## config.mk

```make
export PLATFORM = sky130hd
export DESIGN_NAME = dual_length_packet_deframer_core
export DESIGN_NICKNAME = d
export VERILOG_FILES = /design/src/sv/dlpd_pkg.sv /design/src/sv/dlpd_frame_ctrl.sv /design/src/sv/dlpd_out_stage.sv /design/src/sv/dual_length_packet_deframer_core.sv
export SDC_FILE = /design/constraint.sdc
export NUM_CORES = 1
export LEC_CHECK = 0
export BUFFER_PORTS_ARGS = -buffer_cell sky130_fd_sc_hd__buf_2
export CORE_AREA = 2 2 88 90
export DETAILED_ROUTE_END_ITERATION = 6
export DIE_AREA = 0 0 90 92
export PLACE_DENSITY_LB_ADDON = 0.1
export SLEW_MARGIN = 20
export SYNTH_ARGS = -nofsm -noshare
export SYNTH_HDL_FRONTEND = slang
export SYNTH_SLANG_ARGS = --single-unit
```

## constraint.sdc

```tcl
create_clock -name clock -period 5.85 [get_ports clock]
set_clock_uncertainty 0.15 [all_clocks]
set_input_delay 0.585 -clock clock [delete_from_list [all_inputs] [get_ports clock]]
set_output_delay 0.585 -clock clock [all_outputs]
set_load 0.1 [all_outputs]
```

## src/sv/dlpd_pkg.sv

```systemverilog
// ----------------------------------------------------------------------------
// dlpd_pkg
// shared types and constants of the dual-length packet deframer
// ----------------------------------------------------------------------------
package dlpd_pkg;

   localparam int NUM_PORTS = 2;
   localparam int PORT_W    = 1;
   localparam int BYTE_W    = 8;
   localparam int CSR_IDX_W = 4;

   localparam logic [CSR_IDX_W-1:0] CSR_SHORT_LEN = 4'd0;
   localparam logic [CSR_IDX_W-1:0] CSR_LONG_LEN  = 4'd1;

   localparam logic [BYTE_W-1:0] SHORT_LEN_RESET = 8'd14;
   localparam logic [BYTE_W-1:0] LONG_LEN_RESET  = 8'd124;

   localparam logic [BYTE_W-1:0] CH_TAB   = 8'h09;
   localparam logic [BYTE_W-1:0] CH_NL    = 8'h0A;
   localparam logic [BYTE_W-1:0] CH_CR    = 8'h0D;
   localparam logic [BYTE_W-1:0] CH_SHORT = 8'h73;
   localparam logic [BYTE_W-1:0] CH_LONG  = 8'h62;

   typedef enum logic [1:0] {
      MODE_IDLE    = 2'd0,
      MODE_COLLECT = 2'd1,
      MODE_ARMED   = 2'd2
   } mode_type;

   typedef enum logic [1:0] {
      KIND_STORED = 2'd0,
      KIND_COMMIT = 2'd1,
      KIND_ABORT  = 2'd2
   } kind_type;

   typedef struct packed {
      kind_type            kind;
      logic [PORT_W-1:0]   port;
      logic [BYTE_W-1:0]   data;
      logic [BYTE_W-1:0]   index;
      logic                long_packet;
   } result_type;

endpackage

```

## src/sv/dlpd_frame_ctrl.sv

```systemverilog
// ----------------------------------------------------------------------------
// dlpd_frame_ctrl
// per-port framing state and the decision for one received byte
// ----------------------------------------------------------------------------
module dlpd_frame_ctrl (
   input  logic                       clock,
   input  logic                       reset,
   input  logic                       fire,
   input  logic [dlpd_pkg::PORT_W-1:0] port,
   input  logic [dlpd_pkg::BYTE_W-1:0] byte_in,
   input  logic [dlpd_pkg::BYTE_W-1:0] short_len,
   input  logic [dlpd_pkg::BYTE_W-1:0] long_len,
   output logic                       has_result,
   output dlpd_pkg::result_type       result
);
   import dlpd_pkg::*;

   mode_type          mode_ff [NUM_PORTS];
   mode_type          mode_in [NUM_PORTS];
   logic              sel_ff  [NUM_PORTS];
   logic              sel_in  [NUM_PORTS];
   logic [BYTE_W-1:0] fill_ff [NUM_PORTS];
   logic [BYTE_W-1:0] fill_in [NUM_PORTS];

   mode_type          mode_new;
   logic              sel_new;
   logic [BYTE_W-1:0] fill_new;
   logic [BYTE_W-1:0] len;
   logic [BYTE_W-1:0] limit;
   logic              len_zero;
   logic              port_ok;

   always_comb begin
      port_ok    = (int'(port) < NUM_PORTS);
      mode_new   = mode_ff[port];
      sel_new    = sel_ff[port];
      fill_new   = fill_ff[port];
      has_result = 1'b0;
      result     = '{kind: KIND_STORED, port: port, data: byte_in,
                     index: fill_ff[port], long_packet: sel_ff[port]};

      unique case (mode_new)
         MODE_ARMED: begin
            if (byte_in == CH_SHORT) begin
               sel_new  = 1'b0;
               mode_new = MODE_COLLECT;
            end else if (byte_in == CH_LONG) begin
               sel_new  = 1'b1;
               mode_new = MODE_COLLECT;
            end else begin
               mode_new = MODE_IDLE;
            end
         end
         MODE_IDLE, MODE_COLLECT: ;
         default: mode_new = MODE_IDLE;
      endcase

      len      = sel_new ? long_len : short_len;
      len_zero = (len == '0);
      limit    = len - 8'd1;
      result.long_packet = sel_new;

      if (mode_new == MODE_COLLECT) begin
         if (byte_in == CH_NL) begin
            has_result  = 1'b1;
            result.kind = (!len_zero && fill_new == limit) ? KIND_COMMIT : KIND_ABORT;
            fill_new    = '0;
            mode_new    = MODE_IDLE;
         end else if (byte_in != CH_CR && byte_in != CH_TAB) begin
            if (!len_zero && fill_new < limit) begin
               has_result = 1'b1;
               fill_new   = fill_new + 8'd1;
            end
         end
      end

      if (byte_in == CH_TAB) begin
         mode_new = MODE_ARMED;
      end

      if (!port_ok) begin
         has_result = 1'b0;
      end
   end

   always_comb begin
      for (int i = 0; i < NUM_PORTS; i++) begin
         mode_in[i] = mode_ff[i];
         sel_in[i]  = sel_ff[i];
         fill_in[i] = fill_ff[i];
         if (fire && port_ok && int'(port) == i) begin
            mode_in[i] = mode_new;
            sel_in[i]  = sel_new;
            fill_in[i] = fill_new;
         end
      end
   end

   always_ff @(posedge clock) begin
      for (int i = 0; i < NUM_PORTS; i++) begin
         if (reset) begin
            mode_ff[i] <= MODE_IDLE;
            sel_ff[i]  <= 1'b0;
            fill_ff[i] <= '0;
         end else begin
            mode_ff[i] <= mode_in[i];
            sel_ff[i]  <= sel_in[i];
            fill_ff[i] <= fill_in[i];
         end
      end
   end

   a_stored_is_data: assert property (@(posedge clock) disable iff (reset)
      fire && has_result && result.kind == KIND_STORED |->
         byte_in != CH_NL && byte_in != CH_CR && byte_in != CH_TAB)
      else $error("control byte stored as data");

   a_end_is_newline: assert property (@(posedge clock) disable iff (reset)
      fire && has_result && result.kind != KIND_STORED |->
         result.data == CH_NL && byte_in == CH_NL)
      else $error("packet end without newline");

   a_fill_advance: assert property (@(posedge clock) disable iff (reset)
      fire && has_result && result.kind == KIND_STORED |=>
         fill_ff[$past(port)] == $past(result.index) + 8'd1)
      else $error("fill index did not advance after store");

   a_end_clears_fill: assert property (@(posedge clock) disable iff (reset)
      fire && has_result && result.kind != KIND_STORED |=>
         fill_ff[$past(port)] == '0 && mode_ff[$past(port)] == MODE_IDLE)
      else $error("port not cleared after packet end");

endmodule

```

## src/sv/dlpd_out_stage.sv

```systemverilog
// ----------------------------------------------------------------------------
// dlpd_out_stage
// result register toward the response stream
// ----------------------------------------------------------------------------
module dlpd_out_stage (
   input  logic                 clock,
   input  logic                 reset,
   input  logic                 load,
   input  dlpd_pkg::result_type result,
   output logic                 out_free,
   output logic                 rsp_tvalid,
   input  logic                 rsp_tready,
   output logic [15:0]          rsp_tdata,   // data_byte, byte_index
   output logic [7:0]           rsp_tuser    // result_kind[1:0], out_port, long_packet
);
   import dlpd_pkg::*;

   logic       valid_ff;
   logic       valid_in;
   result_type res_ff;

   assign out_free = !valid_ff || rsp_tready;
   assign valid_in = load || (valid_ff && !rsp_tready);

   always_ff @(posedge clock) begin
      if (reset) begin
         valid_ff <= 1'b0;
      end else begin
         valid_ff <= valid_in;
      end
   end

   always_ff @(posedge clock) begin
      if (load) begin
         res_ff <= result;
      end
   end

   assign rsp_tvalid = valid_ff;
   assign rsp_tdata  = {res_ff.index, res_ff.data};
   assign rsp_tuser  = {4'd0, res_ff.long_packet, res_ff.port, res_ff.kind};

endmodule

```

## src/sv/dual_length_packet_deframer_core.sv

```systemverilog
// ----------------------------------------------------------------------------
// dual_length_packet_deframer_core
// splits tagged receive bytes into short or long packets per port
// ----------------------------------------------------------------------------
// req stream: one received byte in tdata, its receive port in tuser.
// rsp stream: zero or one result per byte: a stored byte with its index,
// a packet commit or a packet abort, with port and long/short flag.
// csr channel: index 0 short packet length, index 1 long packet length;
// it must be written only while the block is idle, which the block itself
// does not enforce; csr_ready is always high. A byte is held in an
// input register, then the per-port update runs and its result lands in
// the output register, which drives rsp_tvalid. One byte per cycle is
// sustained while results are taken; the per-port state update is combinational.
// Reset (synchronous, active high) puts every port idle with index 0 and
// restores lengths 14 and 124. When the receiver stalls, the output
// register holds its result; bytes that yield no result still drain,
// and req_tready drops once a byte that needs the busy output waits.
// ----------------------------------------------------------------------------
module dual_length_packet_deframer_core (
   input  logic                          clock,
   input  logic                          reset,
   input  logic                          req_tvalid,
   output logic                          req_tready,
   input  logic [7:0]                    req_tdata,   // byte_in
   input  logic [0:0]                    req_tuser,   // port
   output logic                          rsp_tvalid,
   input  logic                          rsp_tready,
   output logic [15:0]                   rsp_tdata,   // data_byte, byte_index
   output logic [7:0]                    rsp_tuser,   // result_kind[1:0], out_port, long_packet
   input  logic                          csr_valid,
   output logic                          csr_ready,
   input  logic [dlpd_pkg::CSR_IDX_W-1:0] csr_index,
   input  logic [7:0]                    csr_data
);
   import dlpd_pkg::*;

   logic              in_valid_ff;
   logic              in_valid_in;
   logic [PORT_W-1:0] in_port_ff;
   logic [BYTE_W-1:0] in_byte_ff;
   logic [BYTE_W-1:0] short_len_ff;
   logic [BYTE_W-1:0] long_len_ff;
   logic              accept;
   logic              advance;
   logic              has_result;
   logic              out_free;
   result_type        result;

   assign csr_ready   = 1'b1;
   assign advance     = in_valid_ff && (out_free || !has_result);
   assign req_tready  = !in_valid_ff || advance;
   assign accept      = req_tvalid && req_tready;
   assign in_valid_in = accept || (in_valid_ff && !advance);

   always_ff @(posedge clock) begin
      if (reset) begin
         in_valid_ff  <= 1'b0;
         short_len_ff <= SHORT_LEN_RESET;
         long_len_ff  <= LONG_LEN_RESET;
      end else begin
         in_valid_ff <= in_valid_in;
         if (csr_valid && csr_ready) begin
            if (csr_index == CSR_SHORT_LEN) begin
               short_len_ff <= csr_data;
            end else if (csr_index == CSR_LONG_LEN) begin
               long_len_ff <= csr_data;
            end
         end
      end
   end

   always_ff @(posedge clock) begin
      if (accept) begin
         in_port_ff <= req_tuser;
         in_byte_ff <= req_tdata;
      end
   end

   dlpd_frame_ctrl u_frame_ctrl (
      .clock      (clock),
      .reset      (reset),
      .fire       (advance),
      .port       (in_port_ff),
      .byte_in    (in_byte_ff),
      .short_len  (short_len_ff),
      .long_len   (long_len_ff),
      .has_result (has_result),
      .result     (result)
   );

   dlpd_out_stage u_out_stage (
      .clock      (clock),
      .reset      (reset),
      .load       (advance && has_result),
      .result     (result),
      .out_free   (out_free),
      .rsp_tvalid (rsp_tvalid),
      .rsp_tready (rsp_tready),
      .rsp_tdata  (rsp_tdata),
      .rsp_tuser  (rsp_tuser)
   );

endmodule
```

### Word-level counts from Yosys, hierarchy flattened

Memory sizes are Yosys's and may differ from the RTL's. A register that Yosys moved wholly into a read port is not among the register bits.
Index checks and enable logic that the tools add are counted.
Widths: inputs -> output; s select.

| operators by class | value |
|---|---|
| add/subtract/negate cells | 2 |
| $lt $le $gt $ge | 1 |
| equality and inequality tests | 13 |
| mux-type cells | 37 |
| bitwise operators | 8 |
| reductions and logical operators | 30 |

Operators with widths:

| operator | number |
|---|---|
| $mux 8 | 9 |
| $mux 1 | 18 |
| $mux 2 | 9 |
| $eq 8x4->1 const B | 2 |
| $eq 8x7->1 const B | 2 |
| $ne 8x4->1 const B | 2 |
| $logic_and 1x1->1 | 10 |
| $add 8x1->8 const B | 1 |
| $eq 8x8->1 | 1 |
| $logic_not 8->1 | 1 |
| $lt 8x8->1 | 1 |
| $reduce_and 2->1 | 4 |
| $sub 8x1->8 const B | 1 |
| $logic_not 1->1 | 6 |
| $or 1x1->1 | 6 |
| $logic_or 1x1->1 | 5 |
| $eq 2x1->1 const B | 2 |
| $eq 4x1->1 const B | 1 |
| $logic_not 4->1 | 1 |
| $pmux 2 s2 | 1 |
| $reduce_and 3->1 | 1 |
| $eq 2x2->1 const B | 1 |
| $logic_not 2->1 | 1 |
| $ne 1x1->1 const B | 2 |
| 2 further kinds | 3 |

| storage, ports and cells | value |
|---|---|
| register bits | 47 |
| bits in writable memories | 22 |
| input port bits | 26 |
| output and inout bits | 27 |
| memories | 3 |

Memory list:

| memory | depth | bits a word | rd ports | clocked after Yosys merged registers in | write ports | RTL line | text |
|---|---|---|---|---|---|---|---|
| u_frame_ctrl.fill_ff | 2 | 8 | 1 | 1 | 2 | dlpd_frame_ctrl.sv:22 | `logic [BYTE_W-1:0] fill_ff [NUM_PORTS];` |
| u_frame_ctrl.mode_ff | 2 | 2 | 1 | 1 | 2 | dlpd_frame_ctrl.sv:18 | `mode_type mode_ff [NUM_PORTS];` |
| u_frame_ctrl.sel_ff | 2 | 1 | 1 | 1 | 2 | dlpd_frame_ctrl.sv:20 | `logic sel_ff [NUM_PORTS];` |

### Depth between registers and ports, before layout

| logic depth | value |
|---|---|
| depth after elaboration | 19 |
| gate-level depth with buffers | 19 |
| mapped depth without buffers | 17 |

### By module

A second synthesis with hierarchy kept.

| second synthesis, totals | value |
|---|---|
| cells, all modules | 346 |
| area total of the unflattened synthesis | 3,822.4 um^2 |

By module, submodules not included:

| module | times used | cells each | area an instance (um^2) | seq. area each (um^2) |
|---|---|---|---|---|
| dlpd_frame_ctrl | 1 | 234 | 2,127.0 | 660.6 |
| dual_length_packet_deframer_core | 1 | 83 | 1,014.7 | 610.6 |
| dlpd_out_stage | 1 | 29 | 680.7 | 620.6 |

### Worst setup path before layout

Ideal clock, no wire load.

| timing path | value |
|---|---|
| path kind | register to register |
| start | register with a tool-made name |
| end | register u_out_stage.res_ff, in the netlist u_out_stage.rsp_tdata[0], enable pin |
| setup time | 397 ps |
| arrival time | 4,988 ps |
| data required time | 5,303 ps |
| slack | 315 ps |
| stages on the path, launching flop included | 19 |
| period minus slack after synthesis | 5,535 ps |
| cells stage by stage | dfxtp_1 buf_6 and3b_4 o211a_1 or4_4 buf_4 mux2i_1 nand2b_2 or3_1 xor2_1 mux2_2 ha_1 a21o_1 a21oi_1 o221a_2 o211ai_4 a211oi_4 o21ai_1 nor2_1 |

RTL lines:

| what | RTL line | text |
|---|---|---|
| to (signal assigned) | dlpd_out_stage.sv:35 | `res_ff <= result;` |
| to (decl) | dlpd_out_stage.sv:20 | `result_type res_ff;` |

==> impl_metrics.tcl <==
set metrics [dict create \
    slowest_delay_ps 670 \
    fill_cells 698 \
    comb_power_share 0.126 \
    synth-main-ff-cell "edfxtp_1" \
    fin_util 0.5531 \
    internal-power_mw 0.7831 \
    dr.pass1.iters 4 \
    drive_above_1_share 0.2667 \
    start_kind "flop" \
    synth.distinct_cells 57 \
    final_cell_area_mm2 0.004119 \
    synth_compound_area_frac 0.1050 \
    setup_violations 0 \
    worstRegToRegCells 16 \
    r2r_end "in_byte_ff[4]" \
    die_h_um 92 \
    pwr-share-clk 0.341 \
    antenna_cells 0 \
    fin_cells 462 \
    hp-class "primary input to flop" \
    synth_seq_cells 70 \
    cts_tree "yes" \
    grt_max_degree 23 \
    critPathMaxFanout 12 \
    numPortBuffers 47 \
    wl_met3_um 276 \
    start_util 0.4834 \
    postSynthAreaPerCell_um2 11.92 \
    period_needed_ps 5472 \
    gp_congestion 0.8185 \
    leakage_nw 1.624 \
    dpl.cell_count 447 \
    maxSlewViolCount 0 \
    switching_share 0.2570 \
    cts_sinks 70 \
    synth_top_family_by_area "simple AND/OR/NAND/NOR gates" \
    rows 32 \
    wire_per_inst_um 15.61 \
    grt_pass1_vias 2437 \
    grt_pass1_wl_um 12150 \
    relSlewSlack 0.4015 \
    rsz0062_at_grt "no" \
    min_from "req_tdata[6]" \
    period_share 0.9354 \
    routed.top_layer "met4" \
    groute.usage.overall 0.1894 \
    wl_met2_um 3547 \
    seqCellArea_mm2 0.001912 \
    drtIter0Drc 145 \
    tns_ps 0 \
    viasPerCell 5.292 \
    final_antenna_net_count 0 \
    crit_path_top_delay_cell "or4_4" \
    drc 0 \
    dp_hpwl_um 5381 \
    nNetsFinal 390 \
    insertion_delay_ps 340 \
    ioPinCount 53 \
    seqPwrFrac 0.533 \
    p_switching_mw 0.2709 \
    muxShareOfSynthArea 0.07230 \
    p_per_area_mw_per_mm2 255.9 \
    synth-edff-count 51 \
    synth_cells 302 \
    synth-simple-area-share 0.1839 \
    crit_type "flop to output port" \
    synth-xor-area-share 0.04136 \
    worst-path-stages 16 \
    die_x_um 90 \
    cts.path.max_buffers 2 \
    antenna_found_initial 0 \
    area_growth_pct 14.42 \
    postCtsSetupRepairBufs 0 \
    hold_viol 0 \
    path_cells "nor3b_1, o211a_1, or4_4, mux2i_1, nand2b_2, or3_1, xor2_1, mux2_2, ha_1, a21o_1, a21oi_1, o221a_2, o211ai_4, o41ai_4, nand2_1, buf_2" \
    crit_family "simple AND/OR/NAND/NOR gates" \
    drt-met1-wl_um 3193 \
    outcome "complete, no violations" \
    finalWirelength_um 7210 \
    worstPathArrival_ps 4740 \
    overflow 0 \
    required_ps 5120 \
    synth_warnings 0 \
    cts_resized 0 \
    vias 2445 \
    dpl-instance-area_mm2 0.003941 \
    cts-root-buf "clkbuf_8" \
    max_freq_mhz 182.8 \
    multi_input_area_mm2 0.001577 \
    worstSetupEndpoint "req_tready" \
    cp-end-kind "output port" \
    yosysSeqAreaShare 0.5311 \
    ys_async_sr_fraction 0 \
    synth_area_mm2 0.003600 \
    cts_buffers 9 \
    yosys.area_share.adder 0.02781 \
    max_slew.worst_pin.slew_ps 897.7 \
    cts.clk_slew.worst_paths_ps 70 \
    ctsHoldBuffers 0 \
    cts_max_level 3 \
    final.hold.worst_slack_ps 269.8 \
    ir_drop_mv 0.1102 \
    path_buf_inv 1 \
    dieArea_mm2 0.008280 \
    reg2reg_slack_ps 610 \
    hold_path_depth 1 \
    maxCapViolCount 0 \
    core_mm2 0.007447 \
]
==> cell type report <==
type                       count  area share
sequential                    70      0.4642
multi-input combinational    212      0.3827
timing repair buffer          55     0.07169
tap                          102     0.03098
clock buffer                   9     0.03007
clock inverter                 6     0.01306
inverter                       8    0.007290
==> sequential cells by signal, indices dropped and copies added (netlist names), named ones only <==
signal,count
u_frame_ctrl.mode_ff,4
u_frame_ctrl.fill_ff,16
u_out_stage.rsp_tdata,16
in_byte_ff,8
in_port_ff,1
long_len_ff,8
short_len_ff,8
u_frame_ctrl.sel_ff,2
in_valid_ff,1
u_out_stage.rsp_tvalid,1
u_out_stage.rsp_tuser,4
==> kinds of logic (layout without fill, tap and decap cells) <==
| group | count (synthesis) | after routing |
|---|---|---|
| other cells | 2 | 5 |
| xor+xnor | 17 | 17 |
| simple gates | 116 | 116 |
| flops | 70 | 70 |
| fa+ha+maj | 8 | 8 |
| mux | 24 | 24 |
| buf+inv | 23 | 78 |
| compound gates | 42 | 42 |
==> worst min-delay path by stage <==
| stage | end | slack [ps] |
|---|---|---|
| after floorplan | u_out_stage.rsp_tdata[0] | 270 |
| after global placement | long_len_ff[2] | 310 |
| after detailed placement | long_len_ff[2] | 330 |
| after CTS | in_byte_ff[6] | 260 |
| after global routing | in_byte_ff[7] | 250 |
| final | in_byte_ff[6] | 270 |
==> power by group through the flow <==
| stage | Sequential, mW | Combinational (mW) | Clock [mW] |
|---|---|---|---|
| 2_1_floorplan | 0.582 | 0.0933 | 0 |
| 3_3_place_gp | 0.572 | 0.133 | 0 |
| 3_5_place_dp | 0.573 | 0.134 | 0 |
| 4_1_cts | 0.561 | 0.134 | 0.369 |
| 5_1_grt | 0.564 | 0.146 | 0.391 |
| 6_report | 0.562 | 0.133 | 0.359 |
==> per-stage QoR <==
stage | total power, mW | setup slack, ps
floorplan | 0.6751 | 315.4
global placement | 0.7045 | 722.4
detailed placement | 0.7064 | 615.1
CTS | 1.065 | 353.0
global route | 1.101 | 67.26
finish | 1.054 | 378.1
==> cells in the mapped netlist (2+ instances only) <==
master    number  area share
edfxtp_1      51        0.43
mux2i_1       17       0.047
nor2_1        29       0.030
inv_1          8      0.0083
mux2_2         6       0.019
nor3_1        10       0.014
nand3_1        7      0.0097
nor4_1         3      0.0052
clkbuf_1       6      0.0063
a211o_1        8       0.019
nor3b_1        3      0.0063
and2_1         2      0.0035
o21bai_1       2      0.0042
dfxtp_1       19        0.11
nor2b_1        8       0.014
conb_1         2      0.0021
nand2b_1       4      0.0070
buf_6          3      0.0094
or3_4          2      0.0063
and3_1         5      0.0087
or3_1          4      0.0070
nand2_1       16       0.017
nor3_2         7       0.019
a21o_1         4      0.0083
nand3b_1       3      0.0063
a21oi_1        7      0.0097
xor2_1        10       0.024
ha_1           8       0.028
o21a_1         4      0.0083
buf_4          6       0.013
xnor2_1        7       0.017
nand4_1        4      0.0070
a31oi_1        2      0.0035
or2_2          2      0.0035
==> cell usage in the layout, fill, tap and decap left out, types with 2 or more instances in the layout <==
cell type	n
a211o_1	8
ha_1	8
a31oi_1	2
conb_1	5
nor3b_1	3
edfxtp_1	51
xor2_1	10
nor2_1	28
nor3_2	7
mux2_2	6
or2_2	2
buf_2	47
clkbuf_8	9
xnor2_1	7
clkinv_1	3
a21oi_1	7
nor2b_1	8
nand2b_1	4
mux2i_1	17
dfxtp_1	19
and2_1	2
nand3b_1	3
and3_1	5
nand2_1	16
o21bai_1	2
nor3_1	10
nand3_1	7
o21a_1	4
a21o_1	4
buf_4	8
nor4_1	2
or3_1	4
inv_1	8
or3_4	2
nand4_1	4
==> per-layer routing <==
layer / up-vias / track usage
met5: - / 0
met4: 0 / 0.09359
met3: 13 / 0.03780
met2: 52 / 0.3102
met1: 1160 / 0.2407
li1: 1220 / -
(Power assumes the default switching activity.)
